## src/rtl/rlelr_pkg.sv

```systemverilog
// ----------------------------------------------------------------------------
// rlelr_pkg
// Shared constants and types of the run-length encoder.
// ----------------------------------------------------------------------------
package rlelr_pkg;

	localparam int MAX_LITERAL = 32;
	localparam int MAX_RUN     = 255;
	localparam int LIT_CNT_W   = $clog2(MAX_LITERAL + 1);

	typedef enum logic [1:0] {
		TK_RUN  = 2'd0,
		TK_HDR  = 2'd1,
		TK_DATA = 2'd2
	} token_kind_t;

	// controls from the sequencer to the literal chain
	typedef struct packed {
		logic       push;
		logic       pop;
		logic       clear;
		logic [7:0] data;
	} chain_ctl_t;

endpackage

```

## src/rtl/rlelr_cell.sv

```systemverilog
// ----------------------------------------------------------------------------
// rlelr_cell
// One byte slot of the literal chain: loads a pushed byte or takes its
// right neighbor's byte when the chain shifts toward the head.
// ----------------------------------------------------------------------------
module rlelr_cell (
	input  logic       clk,
	input  logic       load,
	input  logic       shift,
	input  logic [7:0] load_data,
	input  logic [7:0] next_data,
	output logic [7:0] data
);

	logic [7:0] data_q;

	always_ff @(posedge clk) begin
		if (load) begin
			data_q <= load_data;
		end else if (shift) begin
			data_q <= next_data;
		end
	end

	assign data = data_q;

endmodule

```

## src/rtl/rlelr_chain.sv

```systemverilog
// ----------------------------------------------------------------------------
// rlelr_chain
// Row of byte cells buffering lone bytes. Pushes land at the fill point,
// pops shift every cell one place toward the head.
// ----------------------------------------------------------------------------
module rlelr_chain (
	input  logic                            clk,
	input  logic                            arst_n,
	input  rlelr_pkg::chain_ctl_t           ctl,
	output logic [7:0]                      head,
	output logic [rlelr_pkg::LIT_CNT_W-1:0] count
);

	logic [7:0]                      cell_data [rlelr_pkg::MAX_LITERAL];
	logic [rlelr_pkg::LIT_CNT_W-1:0] count_q;

	for (genvar i = 0; i < rlelr_pkg::MAX_LITERAL; i++) begin : g_cell
		logic [7:0] next_data;

		if (i == rlelr_pkg::MAX_LITERAL - 1) begin : g_tail
			assign next_data = 8'h00;
		end else begin : g_body
			assign next_data = cell_data[i+1];
		end

		rlelr_cell u_cell (
			.clk       (clk),
			.load      (ctl.push && (count_q == rlelr_pkg::LIT_CNT_W'(i))),
			.shift     (ctl.pop),
			.load_data (ctl.data),
			.next_data (next_data),
			.data      (cell_data[i])
		);
	end

	always_ff @(posedge clk or negedge arst_n) begin
		if (!arst_n) begin
			count_q <= '0;
		end else if (ctl.clear) begin
			count_q <= '0;
		end else if (ctl.push) begin
			count_q <= count_q + 1'b1;
		end else if (ctl.pop) begin
			count_q <= count_q - 1'b1;
		end
	end

	assign head  = cell_data[0];
	assign count = count_q;

endmodule

```

## src/rtl/rle_encoder_literal_runs.sv

```systemverilog
// ----------------------------------------------------------------------------
// rle_encoder_literal_runs
// Run-length encoder with literal bursts, one byte per request.
// ----------------------------------------------------------------------------
// Input channel: in_valid/in_stall with in_byte and last_byte; last_byte ends
// a stream and the next byte starts a fresh one.
// Output channel: out_valid/out_stall with token_kind, run_count, out_byte,
// last_of_burst (final token of one input byte) and end_of_output (final
// token of the stream). Tokens leave through one output register.
// A byte that yields no token is taken without a stall, back to back.
// A byte that yields tokens holds in_stall until its tokens are loaded:
// a run token, or a literal burst as a header and then its data bytes,
// with a push step (S_PUSH2) before the closing group of a last byte.
// The sequencer loads one token a cycle into the output register while
// the receiver does not stall. A last byte whose only tokens are in the
// closing group passes the push step before its first token is loaded.
// When the receiver stalls, the output register holds and the sequencer
// waits; a new byte may still be taken while a token waits, as long as the
// previous byte's tokens are all loaded.
// Reset clears the pending run, the literal fill count and the output
// register; buffered literal bytes are dropped.
// ----------------------------------------------------------------------------
module rle_encoder_literal_runs (
	input  logic              clk,
	input  logic              arst_n,
	input  logic              in_valid,
	output logic              in_stall,
	input  logic [7:0]        in_byte,
	input  logic              last_byte,
	output logic              out_valid,
	input  logic              out_stall,
	output logic [1:0]        token_kind,
	output logic signed [8:0] run_count,
	output logic [7:0]        out_byte,
	output logic              last_of_burst,
	output logic              end_of_output
);

	typedef enum logic [1:0] {
		S_IDLE,
		S_OP,
		S_PUSH2,
		S_DATA
	} state_t;

	typedef enum logic [1:0] {
		OP_NONE,
		OP_RUN,
		OP_FLUSH
	} op_t;

	state_t state_q;
	logic   phase_q;
	logic   last_q;

	logic [7:0] cur_q;
	logic [7:0] run_q;
	logic       have_q;

	op_t        op1_q, op2_q;
	logic [7:0] r1_cnt_q, r1_byte_q;
	logic [7:0] r2_cnt_q, r2_byte_q;
	logic       push2_q;

	logic              out_valid_q;
	logic [1:0]        kind_q;
	logic signed [8:0] count_q;
	logic [7:0]        obyte_q;
	logic              lob_q;
	logic              eoo_q;

	logic                            accept;
	logic                            out_free;
	logic                            tok_load;
	logic [7:0]                      lit_head;
	logic [rlelr_pkg::LIT_CNT_W-1:0] lit_count;
	rlelr_pkg::chain_ctl_t           chain_ctl;

	// decode of the byte being taken
	logic       same;
	logic       push1;
	op_t        op1_n, op2_n;
	logic [7:0] r1_cnt_n, r1_byte_n;
	logic [7:0] new_cur, new_run;
	logic       push2_n;

	op_t        op_sel;
	logic [7:0] cnt_sel, byte_sel;
	logic       final_grp;
	logic       lit_one;
	state_t     after_state;

	assign in_stall = (state_q != S_IDLE);
	assign accept   = in_valid && !in_stall;
	assign out_free = !out_valid_q || !out_stall;

	always_comb begin
		same      = (in_byte == cur_q) && (run_q < 8'(rlelr_pkg::MAX_RUN));
		push1     = 1'b0;
		op1_n     = OP_NONE;
		r1_cnt_n  = run_q;
		r1_byte_n = cur_q;
		new_cur   = in_byte;
		new_run   = 8'd1;
		if (have_q) begin
			if (same) begin
				new_cur = cur_q;
				new_run = run_q + 8'd1;
				// run just became a pair: send the buffered lone bytes
				if (run_q == 8'd1 && lit_count != '0) begin
					op1_n = OP_FLUSH;
				end
			end else if (run_q >= 8'd2) begin
				op1_n = OP_RUN;
			end else begin
				push1 = 1'b1;
				if (lit_count == rlelr_pkg::LIT_CNT_W'(rlelr_pkg::MAX_LITERAL - 1)) begin
					op1_n = OP_FLUSH;
				end
			end
		end
		// closing group of a stream
		push2_n = (new_run < 8'd2);
		op2_n   = push2_n ? OP_FLUSH : OP_RUN;
	end

	assign op_sel      = phase_q ? op2_q : op1_q;
	assign cnt_sel     = phase_q ? r2_cnt_q : r1_cnt_q;
	assign byte_sel    = phase_q ? r2_byte_q : r1_byte_q;
	assign final_grp   = phase_q || !last_q;
	assign lit_one     = (lit_count == rlelr_pkg::LIT_CNT_W'(1));
	assign after_state = (!phase_q && last_q) ? S_PUSH2 : S_IDLE;
	assign tok_load    = out_free
		&& (((state_q == S_OP) && (op_sel != OP_NONE)) || (state_q == S_DATA));

	always_comb begin
		chain_ctl = '0;
		unique case (state_q)
			S_IDLE: begin
				chain_ctl.push = accept && push1;
				chain_ctl.data = cur_q;
			end
			S_PUSH2: begin
				chain_ctl.push = push2_q;
				chain_ctl.data = r2_byte_q;
			end
			S_OP: begin
				chain_ctl.clear = out_free && (op_sel == OP_FLUSH) && lit_one;
			end
			S_DATA: begin
				chain_ctl.pop = out_free;
			end
			default: begin
				chain_ctl = '0;
			end
		endcase
	end

	rlelr_chain u_chain (
		.clk    (clk),
		.arst_n (arst_n),
		.ctl    (chain_ctl),
		.head   (lit_head),
		.count  (lit_count)
	);

	always_ff @(posedge clk or negedge arst_n) begin
		if (!arst_n) begin
			state_q     <= S_IDLE;
			phase_q     <= 1'b0;
			last_q      <= 1'b0;
			cur_q       <= 8'd0;
			run_q       <= 8'd0;
			have_q      <= 1'b0;
			op1_q       <= OP_NONE;
			op2_q       <= OP_NONE;
			r1_cnt_q    <= 8'd0;
			r1_byte_q   <= 8'd0;
			r2_cnt_q    <= 8'd0;
			r2_byte_q   <= 8'd0;
			push2_q     <= 1'b0;
			out_valid_q <= 1'b0;
			kind_q      <= rlelr_pkg::TK_RUN;
			count_q     <= '0;
			obyte_q     <= 8'd0;
			lob_q       <= 1'b0;
			eoo_q       <= 1'b0;
		end else begin
			if (tok_load) begin
				out_valid_q <= 1'b1;
			end else if (!out_stall) begin
				out_valid_q <= 1'b0;
			end
			unique case (state_q)
				S_IDLE: begin
					if (accept) begin
						op1_q     <= op1_n;
						r1_cnt_q  <= r1_cnt_n;
						r1_byte_q <= r1_byte_n;
						op2_q     <= op2_n;
						r2_cnt_q  <= new_run;
						r2_byte_q <= new_cur;
						push2_q   <= push2_n;
						last_q    <= last_byte;
						phase_q   <= 1'b0;
						if (last_byte) begin
							cur_q  <= 8'd0;
							run_q  <= 8'd0;
							have_q <= 1'b0;
						end else begin
							cur_q  <= new_cur;
							run_q  <= new_run;
							have_q <= 1'b1;
						end
						if (op1_n != OP_NONE) begin
							state_q <= S_OP;
						end else if (last_byte) begin
							state_q <= S_PUSH2;
						end
					end
				end
				S_PUSH2: begin
					phase_q <= 1'b1;
					state_q <= S_OP;
				end
				S_OP: begin
					unique case (op_sel)
						OP_RUN: begin
							if (out_free) begin
								kind_q      <= rlelr_pkg::TK_RUN;
								count_q     <= $signed({1'b0, cnt_sel});
								obyte_q     <= byte_sel;
								lob_q       <= final_grp;
								eoo_q       <= final_grp && last_q;
								state_q     <= after_state;
							end
						end
						OP_FLUSH: begin
							if (out_free) begin
								if (lit_one) begin
									// a single lone byte goes out as a run of one
									kind_q  <= rlelr_pkg::TK_RUN;
									count_q <= 9'sd1;
									obyte_q <= lit_head;
									lob_q   <= final_grp;
									eoo_q   <= final_grp && last_q;
									state_q <= after_state;
								end else begin
									kind_q  <= rlelr_pkg::TK_HDR;
									count_q <= $signed(9'd0 - 9'(lit_count));
									obyte_q <= 8'd0;
									lob_q   <= 1'b0;
									eoo_q   <= 1'b0;
									state_q <= S_DATA;
								end
							end
						end
						default: begin
							state_q <= after_state;
						end
					endcase
				end
				S_DATA: begin
					if (out_free) begin
						kind_q      <= rlelr_pkg::TK_DATA;
						count_q     <= '0;
						obyte_q     <= lit_head;
						lob_q       <= lit_one && final_grp;
						eoo_q       <= lit_one && final_grp && last_q;
						if (lit_one) begin
							state_q <= after_state;
						end
					end
				end
				default: begin
					state_q <= S_IDLE;
				end
			endcase
		end
	end

	assign out_valid     = out_valid_q;
	assign token_kind    = kind_q;
	assign run_count     = count_q;
	assign out_byte      = obyte_q;
	assign last_of_burst = lob_q;
	assign end_of_output = eoo_q;

endmodule

```

## config.mk

```make
export PLATFORM = sky130hd
export DESIGN_NAME = rle_encoder_literal_runs
export DESIGN_NICKNAME = d
export VERILOG_FILES = /design/src/rtl/rlelr_pkg.sv /design/src/rtl/rlelr_cell.sv /design/src/rtl/rlelr_chain.sv /design/src/rtl/rle_encoder_literal_runs.sv
export SDC_FILE = /design/constraint.sdc
export NUM_CORES = 1
export LEC_CHECK = 0
export ABC_AREA = 1
export BUFFER_PORTS_ARGS = -buffer_cell sky130_fd_sc_hd__buf_4
export CAP_MARGIN = 20
export CELL_PAD_IN_SITES_DETAIL_PLACEMENT = 1
export CELL_PAD_IN_SITES_GLOBAL_PLACEMENT = 2
export CORE_MARGIN = 3
export CORE_UTILIZATION = 30
export DETAILED_ROUTE_END_ITERATION = 8
export PLACE_DENSITY = 0.61
export SLEW_MARGIN = 20
export SYNTH_ARGS = -nofsm -noshare
export SYNTH_HDL_FRONTEND = slang
export SYNTH_SLANG_ARGS = --single-unit
```

## constraint.sdc

```tcl
create_clock -name clk -period 2.9 [get_ports clk]
set_clock_uncertainty 0.2 [all_clocks]
set_input_delay 0.145 -clock clk [delete_from_list [all_inputs] [get_ports clk]]
set_output_delay 0.145 -clock clk [all_outputs]
set_load 0.005 [all_outputs]
```

Word-level counts from Yosys, hierarchy flattened
Index checks and enable logic that the tools add are counted.

word-level totals
  flip-flop bits (word level) = 342
  latch bits = 0
  bits in writable memories = 0
  memory bits (read-only) = 0
  bits of input ports = 13
  output and inout port bits = 23
  logic and storage cells = 337
  memories = 0

cells by class
  $add $sub $neg = 4
  $mul = 0
  div/mod/pow operators = 0
  magnitude comparators = 3
  eq/ne operators = 46
  shift-type cells = 0
  mux-type cells = 135
  bitwise logic cells = 0
  reductions and logical operators = 97

operator list
  cell                                                                    count
  8-bit two-way mux                                                       76
  6-bit by 5-bit == test with 1-bit output (second input constant)        16
  2-bit nonzero test                                                      37
  6-bit by 4-bit == test with 1-bit output (second input constant)        8
  8-bit one-hot mux with 2 select lines                                   3
  1-bit logical AND                                                       44
  2-bit two-way mux                                                       19
  9-bit two-way mux                                                       4
  9-bit one-hot mux with 2 select lines                                   2
  6-bit by 3-bit == test with 1-bit output (second input constant)        4
  1-bit two-way mux                                                       18
  6-bit two-way mux                                                       3
  6-bit by 2-bit == test with 1-bit output (second input constant)        2
  1-bit one-hot mux with 2 select lines                                   6
  2-bit one-hot mux with 2 select lines                                   3
  3-bit inequality test (second input constant)                           3
  8-bit by 1-bit adder with 8-bit output (second input constant)          1
  8-bit by 1-bit == test with 1-bit output (second input constant)        1
  8-bit == test                                                           1
  8-bit by 2-bit >= comparator with 1-bit output (second input constant)  1
  8-bit by 2-bit < comparator with 1-bit output (second input constant)   1
  8-bit < comparator (second input constant)                              1
  2-bit one-hot mux with 4 select lines                                   1
  1-bit by 6-bit subtractor with 7-bit output (first input constant)      1
  17 further kinds                                                        29

Depth between registers and ports, before layout
Gate-level depths: netlist of run 1.

  depth after elaboration = 9
  mapped depth = 14
  depth with buffers taken out = 14

Cells and area by module
A second synthesis of run 1 with hierarchy kept.

unflattened totals
  cell total of the unflattened synthesis = 1772
  area, all modules = 16075.4 µm²

modules (own cells, without submodules)
  module                    times used  cells an instance  area an instance (µm²)  seq. area each (µm²)
  rlelr_cell                32          35                 351.6                   240.2
  rle_encoder_literal_runs  1           539                4137.7                  1976.9
  rlelr_chain               1           113                686.9                   150.1

Worst setup path before layout of run 1
OpenSTA, ideal clock, no wires.

  path kind = flip-flop to flip-flop
  start = register run_q[0], in the netlist r1_cnt_n[0]
  end = register u_chain.g_cell[11].u_cell.data_q[0], enable pin
  library setup time = 0.329 ns
  arrival = 2.057 ns
  data required time = 2.371 ns
  path slack = 0.314 ns
  stages on the path, launching flop included = 11
  path buffers = 2
  period minus slack after synthesis = 2.586 ns
  path through = dfrtp_1 inv_1 ha_1 or2_1 nor3_4 nand4_4 nand2_8 buf_12 nand2_4 buf_6 nand2_1

on the way
  longest elaborated chain between the ends = 8
  elaborated cells on any way between the ends = 10
  those cells by class = order compare: 2; mux: 4; reduce/logical: 4

RTL lines
  what                                                                                  RTL line                                                         RTL
  from (decl)                                                                           rle_encoder_literal_runs.sv:57                                   logic [7:0] run_q;
  from (signal assigned)                                                                rle_encoder_literal_runs.sv:212                                  run_q <= new_run;
  8-bit by 2-bit >= comparator with 1-bit output or 8-bit < comparator (tied branches)  rle_encoder_literal_runs.sv:113, rle_encoder_literal_runs.sv:98
  1-bit two-way mux or 1-bit logical AND (tied branches)                                rle_encoder_literal_runs.sv:113, rle_encoder_literal_runs.sv:98
  1-bit two-way mux *                                                                   rle_encoder_literal_runs.sv:106                                  if (same) begin
  1-bit two-way mux *                                                                   rle_encoder_literal_runs.sv:105                                  if (have_q) begin
  1-bit logical AND *                                                                   rle_encoder_literal_runs.sv:140                                  chain_ctl.push = accept && push1;
  1-bit one-hot mux with 2 select lines *                                               rle_encoder_literal_runs.sv:138                                  unique case (state_q)
  1-bit logical AND *                                                                   rlelr_chain.sv:28                                                .load (ctl.push && (count_q == rlelr_pkg::LIT_CNT_W'(i))),
  2-bit nonzero test (no source line) *                                                 -
  to (signal assigned)                                                                  rlelr_cell.sv:19                                                 data_q <= load_data;
  to (signal assigned)                                                                  rlelr_cell.sv:21                                                 data_q <= next_data;
  to (decl)                                                                             rlelr_cell.sv:15                                                 logic [7:0] data_q;

Every way passes the cells marked *; elsewhere a longest branch is shown, timed or not.
A chain may end at the register's enable or synchronous reset.

Worst setup path in the final report of run 1
  start = register run_q[0], in the netlist r1_cnt_n[0]
  end = register u_chain.g_cell[18].u_cell.data_q[2], enable pin

on the way
  longest elaborated chain between the ends = 8
  elaborated cells on any way between the ends = 10
  those cells by class = order compare: 2; mux: 4; reduce/logical: 4

RTL lines
  what                                                                                  RTL line
  8-bit by 2-bit >= comparator with 1-bit output or 8-bit < comparator (tied branches)  rle_encoder_literal_runs.sv:113, rle_encoder_literal_runs.sv:98
  1-bit two-way mux or 1-bit logical AND (tied branches)                                rle_encoder_literal_runs.sv:113, rle_encoder_literal_runs.sv:98
  1-bit two-way mux *                                                                   rle_encoder_literal_runs.sv:106
  1-bit two-way mux *                                                                   rle_encoder_literal_runs.sv:105
  1-bit logical AND *                                                                   rle_encoder_literal_runs.sv:140
  1-bit one-hot mux with 2 select lines *                                               rle_encoder_literal_runs.sv:138
  1-bit logical AND *                                                                   rlelr_chain.sv:28
  2-bit nonzero test (no source line) *                                                 -
  to (signal assigned)                                                                  rlelr_cell.sv:19
  to (signal assigned)                                                                  rlelr_cell.sv:21
  to (decl)                                                                             rlelr_cell.sv:15

Marks and branches as above.

==> results.py, run 1 <==
metrics = {
    "critical_path": {
        "cp_max_fo": 15,
        "cp.required_ns": 2.92,
        "reg2reg_setup_slack_ns": 0.20,
        "arrival_ns": 2.73,
        "criticalPathCategory": "flop to flop",
        "cp-end-kind": "flop",
        "start_kind": "flop",
    },
    "worst_hold_path": {
        "hold_class": "primary input to flop",
    },
    "clock_tree": {
        "cts.sinks": 341,
        "cts.htree.levels": 2,
        "clk_latency_ns": 0.56,
        "cts_tree": "done",
        "clockBufferDepth": 3,
        "numCtsBuffers": 41,
        "path_clk_slew_ns": 0.06,
        "cts_root_buf": "clkbuf_16",
        "cts_setup_buffers": 0,
    },
    "synth": {
        "ys_warn_count": 0,
        "synth_edf_count": 256,
        "syn_area_per_cell_um2": 10.24,
        "synth_cells": 1521,
        "synth.distinct_cells": 39,
        "yosysSeqAreaShare_pct": 63.00,
        "ys.flop_type": "edfxtp_1",
        "synthArstFlopShare_pct": 24.93,
        "ys_ff_latch": 341,
        "syn-cell-area_um2": 15580,
        "syn_nets": 1541,
    },
    "power_and_ir_drop": {
        "cellLeakagePower_nw": 7.814,
        "power_density_nw_per_um2": 1002,
        "ir_drop_mv": 0.4071,
        "power_mw": 18.34,
    },
    "die": {
        "die-height_um": 233.9,
        "initial_utilization_pct": 30.74,
        "core-area_um2": 50680,
        "dieArea_um2": 54700,
        "io-pin-count": 36,
        "die_w_um": 233.9,
        "placementRows": 82,
    },
    "route": {
        "wirelength_mm": 40.86,
        "vias": 10970,
        "drcViolationCount": 0,
        "detail-route-antenna-nets": 0,
        "via_per_inst": 4.770,
        "drt_first_pass_iters": 5,
        "wl_per_cell_um": 17.76,
        "drt_iter0_markers": 668,
    },
    "layout": {
        "layout_commonest_cell": "nand2_1",
        "syn_to_final_growth_pct": 17.53,
        "layout_common_cells": "457 x nand2_1, 256 x edfxtp_1, 137 x o21ai_1",
        "nets": 1617,
        "diodes": 0,
        "fillCellCount": 5656,
        "drive_above_1_share_pct": 14.93,
    },
    "global_routing": {
        "grt_util_all_layers_pct": 15.35,
        "grt-ovfl-total": 0,
        "grt_max_degree": 62,
        "grt_antenna_before_repair": 0,
        "first_global_vias": 11440,
        "grt_pass1_wl_mm": 65.15,
    },
    "placed_design": {
        "io_buffer_count": 35,
        "dp_hpwl_mm": 27.31,
        "pre_cts_slack_ns": 0.1073,
        "routabilityCongestion": 0.7455,
    },
    "sta": {
        "finalWorstSetupSlack_ns": 0.1951,
        "final_max_slew_viol_count": 0,
        "rsz0062_at_grt": "false",
        "finalCriticalPeriod_ns": 2.705,
        "worst_slew_pin_slew_ns": 0.7267,
        "fin_tns_setup_ns": 0,
        "setup_viol": 0,
        "fin_crit_sh_pct": 93.27,
        "final-hold-violation-count": 0,
        "fmax_mhz": 369.7,
        "maxSlewHeadroom_pct": 51.38,
    },
    "run_status": {
        "outcome": "completed",
    },
    "flow_run": {
        "drv_cap": 0,
    },
}
## synthesized netlist by cell type (6+ instances only)
cell | count | area [um^2]
nand2_1 | 472 | 1772
edfxtp_1 | 256 | 7687
o21ai_1 | 137 | 685.7
o21ai_0 | 136 | 680.7
dfrtp_1 | 85 | 2127
inv_1 | 81 | 304.0
nor2_1 | 66 | 247.7
clkbuf_1 | 47 | 176.4
nand3_1 | 40 | 200.2
o21ai_2 | 26 | 227.7
buf_6 | 24 | 270.3
nand2_4 | 24 | 270.3
o22ai_1 | 24 | 150.1
a21oi_1 | 18 | 90.09
buf_2 | 11 | 55.05
xor2_1 | 9 | 78.83
ha_1 | 7 | 87.58
o211ai_1 | 7 | 52.55
a31oi_1 | 6 | 37.54
nor3_1 | 6 | 30.03
## area by class of cell
cell class | instances | area [um^2] | share of cell area [%]
well taps | 672 | 840.8 | 4.592
multi-input cells | 1008 | 4918 | 26.86
clock buffers | 53 | 1134 | 6.191
inverters | 85 | 319.1 | 1.743
flip-flops and latches | 341 | 9814 | 53.60
clock inverters | 21 | 205.2 | 1.121
repair buffers | 120 | 1079 | 5.890
## flip-flops by register name, indices dropped and copies added, names as in the netlist, 2 cells and up
name / count
u_chain.g_cell.u_cell.data: 256
r1_cnt_q: 8
state_q: 2
run_count: 9
out_byte: 8
r1_cnt_n: 8
r1_byte_q: 8
op2_q: 2
token_kind: 2
r2_byte_q: 8
u_chain.count: 6
cur_q: 8
op1_q: 2
r2_cnt_q: 8
## layer usage
layer	track usage, %	vias to the layer above	wire (um)
met5	0	-	0
met4	4.227	0	817
met3	2.369	59	1258
met2	25.35	132	19130
met1	21.04	5417	19650
li1	-	5364	-
## through the flow
stage | cell area (um^2) | hold slack [ns] | util [%] | cells
floorplan | 15580 | -0.3506 | - | 1521
global placement | 16780 | 0.03486 | 33.11 | 2212
finish | 18310 | 0.2320 | 36.13 | 2300
detailed placement | 16780 | 0.03905 | 33.11 | 2212
global route | 18310 | 0.2345 | 36.13 | 2300
CTS | 18280 | 0.2007 | 36.06 | 2300
## report_power, final
part / switching (mW) / internal, mW
sequential: 0.515 / 6.73
clock: 2.05 / 3.11
combinational: 4.16 / 1.77
## worst max-delay path, cell delays in order (launching register included)
cell and delay, ns:
dfrtp_1 0.41, inv_1 0.12, ha_1 0.21, or2_1 0.24, nor3_4 0.25, nand4_4 0.18, nand2_8 0.18, buf_12 0.22
nand2_4 0.06, nand2_1 0.29
## path summary, 6_finish.rpt
path,start,end,cells after the start
setup / recovery,r1_cnt_n[0],u_chain.g_cell[18].u_cell.data[2],9
hold / removal,in_byte[6],cur_q[6],4
setup reg to reg,r1_cnt_n[0],u_chain.g_cell[18].u_cell.data[2],9
hold reg to reg,r2_cnt_q[0],r2_cnt_q[0],2
max in group asynchronous,arst_n,out_byte[2],4
min in group asynchronous,arst_n,cur_q[6],4
## repair_timing
action,in CTS,in global routing
endpoints found under the setup margin,0,126
hold endpoints to repair,111,0
resized for setup,0,13
hold buffers,14,0
## kinds of logic after synthesis
logic type	after synthesis	share of synthesized area, %
buf+inv	172	5.670
simple gates	628	17.38
xor+xnor	11	0.6185
compound gates	362	12.77
fa+ha+maj	7	0.5622
flops	341	63.00
No activity file was read; power rests on OpenSTA's default activity.
==> run 2, diff against run 1 <==
Settings changed: CORE_UTILIZATION 30 to 42, PLACE_DENSITY 0.61 to 0.8.
==> results.py, run 2 (synthesized netlist as in run 1, its figures left out) <==
metrics = {
    "sta": {
        "maxSlewHeadroom_pct": 60.37,
        "final-hold-violation-count": 0,
        "worst_slew_pin_slew_ns": 0.5944,
        "fmax_mhz": 360.3,
        "setup_viol": 0,
        "final_max_slew_viol_count": 0,
        "finalCriticalPeriod_ns": 2.776,
        "finalWorstSetupSlack_ns": 0.1245,
        "fin_tns_setup_ns": 0,
        "rsz0062_at_grt": "false",
        "hold_ws_ns": 0.2328,
        "fin_crit_sh_pct": 95.71,
    },
    "route": {
        "drcViolationCount": 0,
        "vias": 10890,
        "drt_iter0_markers": 717,
        "wirelength_mm": 39.30,
        "wl_per_cell_um": 19.13,
        "drt_first_pass_iters": 5,
        "detail-route-antenna-nets": 0,
        "via_per_inst": 5.298,
    },
    "critical_path": {
        "criticalPathCategory": "flop to flop",
        "crit_end": "u_chain.g_cell[12].u_cell.data[0]",
        "arrival_ns": 2.78,
        "r2r-start": "r1_cnt_n[0]",
        "r2r_cells": 9,
        "crit_chain": "inv_1, ha_1, or2_1, nor3_4, nand4_4, nand2_8, buf_12, nand2_4, nand2_1",
        "slowest_delay_ns": 0.41,
        "r2r_end": "u_chain.g_cell[12].u_cell.data[0]",
        "critical_path.slowest_cell": "dfrtp_1",
        "cp_max_fo": 17,
        "reg2reg_setup_slack_ns": 0.12,
        "start_kind": "flop",
        "cp-end-kind": "flop",
        "worstSetupStartpoint": "r1_cnt_n[0]",
        "cp.required_ns": 2.90,
    },
    "clock_tree": {
        "clk_latency_ns": 0.54,
        "cts_tree": "done",
        "cts.htree.levels": 2,
        "numCtsBuffers": 39,
        "path_clk_slew_ns": 0.06,
        "cts.sinks": 341,
        "clockBufferDepth": 3,
        "cts_root_buf": "clkbuf_16",
    },
    "layout": {
        "final-seq-area_um2": 9814,
        "drive_above_1_share_pct": 12.86,
        "fin_util_pct": 48.67,
        "final_area_um2": 17560,
        "nets": 1586,
        "layout_commonest_cell": "nand2_1",
        "syn_to_final_growth_pct": 12.75,
        "layout_common_cells": "459 x nand2_1, 256 x edfxtp_1, 137 x o21ai_1",
        "fillCellCount": 4001,
        "diodes": 0,
        "largest_register_ffs": 256,
        "multi_input_area_um2": 4913,
    },
    "placed_design": {
        "dp_hpwl_mm": 26.00,
        "dpl-instance-area_um2": 16230,
        "pre_cts_slack_ns": 0.05205,
        "routabilityCongestion": 0.7945,
        "io_buffer_count": 35,
    },
    "worst_hold_path": {
        "worstHoldPathCells": 4,
        "hold_class": "primary input to flop",
    },
    "run_status": {
        "outcome": "completed",
    },
    "die": {
        "die_w_um": 198.6,
        "io-pin-count": 36,
        "placementRows": 69,
        "dieArea_um2": 39440,
        "initial_utilization_pct": 43.17,
        "core-area_um2": 36090,
        "die-height_um": 198.6,
    },
    "power_and_ir_drop": {
        "ir_drop_mv": 0.4499,
        "cellLeakagePower_nw": 7.565,
        "power_density_nw_per_um2": 995.9,
    },
    "global_routing": {
        "grt_util_all_layers_pct": 20.52,
        "grt_antenna_before_repair": 0,
        "grt-ovfl-total": 0,
        "grt_pass1_wl_mm": 63.09,
        "first_global_vias": 11220,
        "grt_max_degree": 62,
    },
    "flow_run": {
        "drv_cap": 0,
    },
}
==> run 2: per-stage QoR <==
step	std cells	total power, mW
after floorplan	1521	10.88
after global placement	1972	12.95
after detailed placement	1972	13.13
after CTS	2055	17.68
after global routing	2055	18.64
final	2055	17.49
==> run 2: how the worst min path moves through the flow <==
stage,from,to
after detailed placement,arst_n,r2_cnt_q[7]
after floorplan,arst_n,cur_q[0]
after CTS,in_byte[7],r2_byte_q[7]
after global placement,arst_n,r1_cnt_q[6]
after global routing,in_byte[7],r2_byte_q[7]
final,in_byte[7],r2_byte_q[7]
==> run 2: area by class of cell <==
class | count | share of cell area (%)
clock buffers | 52 | 6.012
flip-flops and latches | 341 | 55.88
clock inverters | 17 | 0.5343
well taps | 461 | 3.284
inverters | 85 | 1.817
repair buffers | 91 | 4.502
multi-input cells | 1008 | 27.97
==> run 2: per-layer routing <==
metal  vias to the layer above  GRT usage (%)  share of wire (%)
met5                         -              0                  0
met4                         0          5.674                2.5
met3                        57          3.286                4.0
met2                       187          34.03                 48
met1                      5343          28.24                 46
li1                       5300              -                  -
==> run 2: repair_timing <==
action | CTS | global route
hold buffers | 14 | 0
setup buffers | 0 | 0
endpoints found under the setup margin | 0 | 89
gates resized for setup | 0 | 12
endpoints found under the hold margin | 110 | 0
==> run 2: worst max-delay path: cells and delay by family (launching register included) <==
| kind | cells | cell delay [ns] |
|---|---|---|
| fa+ha+maj | 1 | 0.20 |
| simple gates | 6 | 1.32 |
| flops | 1 | 0.41 |
| buf+inv | 2 | 0.32 |
==> run 2: where the power goes <==
part / leakage (nW) / switching (mW) / internal [mW] / total, mW
combinational: 3.57 / 4.17 / 1.60 / 5.77
sequential: 3.43 / 0.523 / 6.74 / 7.26
clock: 0.565 / 1.91 / 2.56 / 4.47
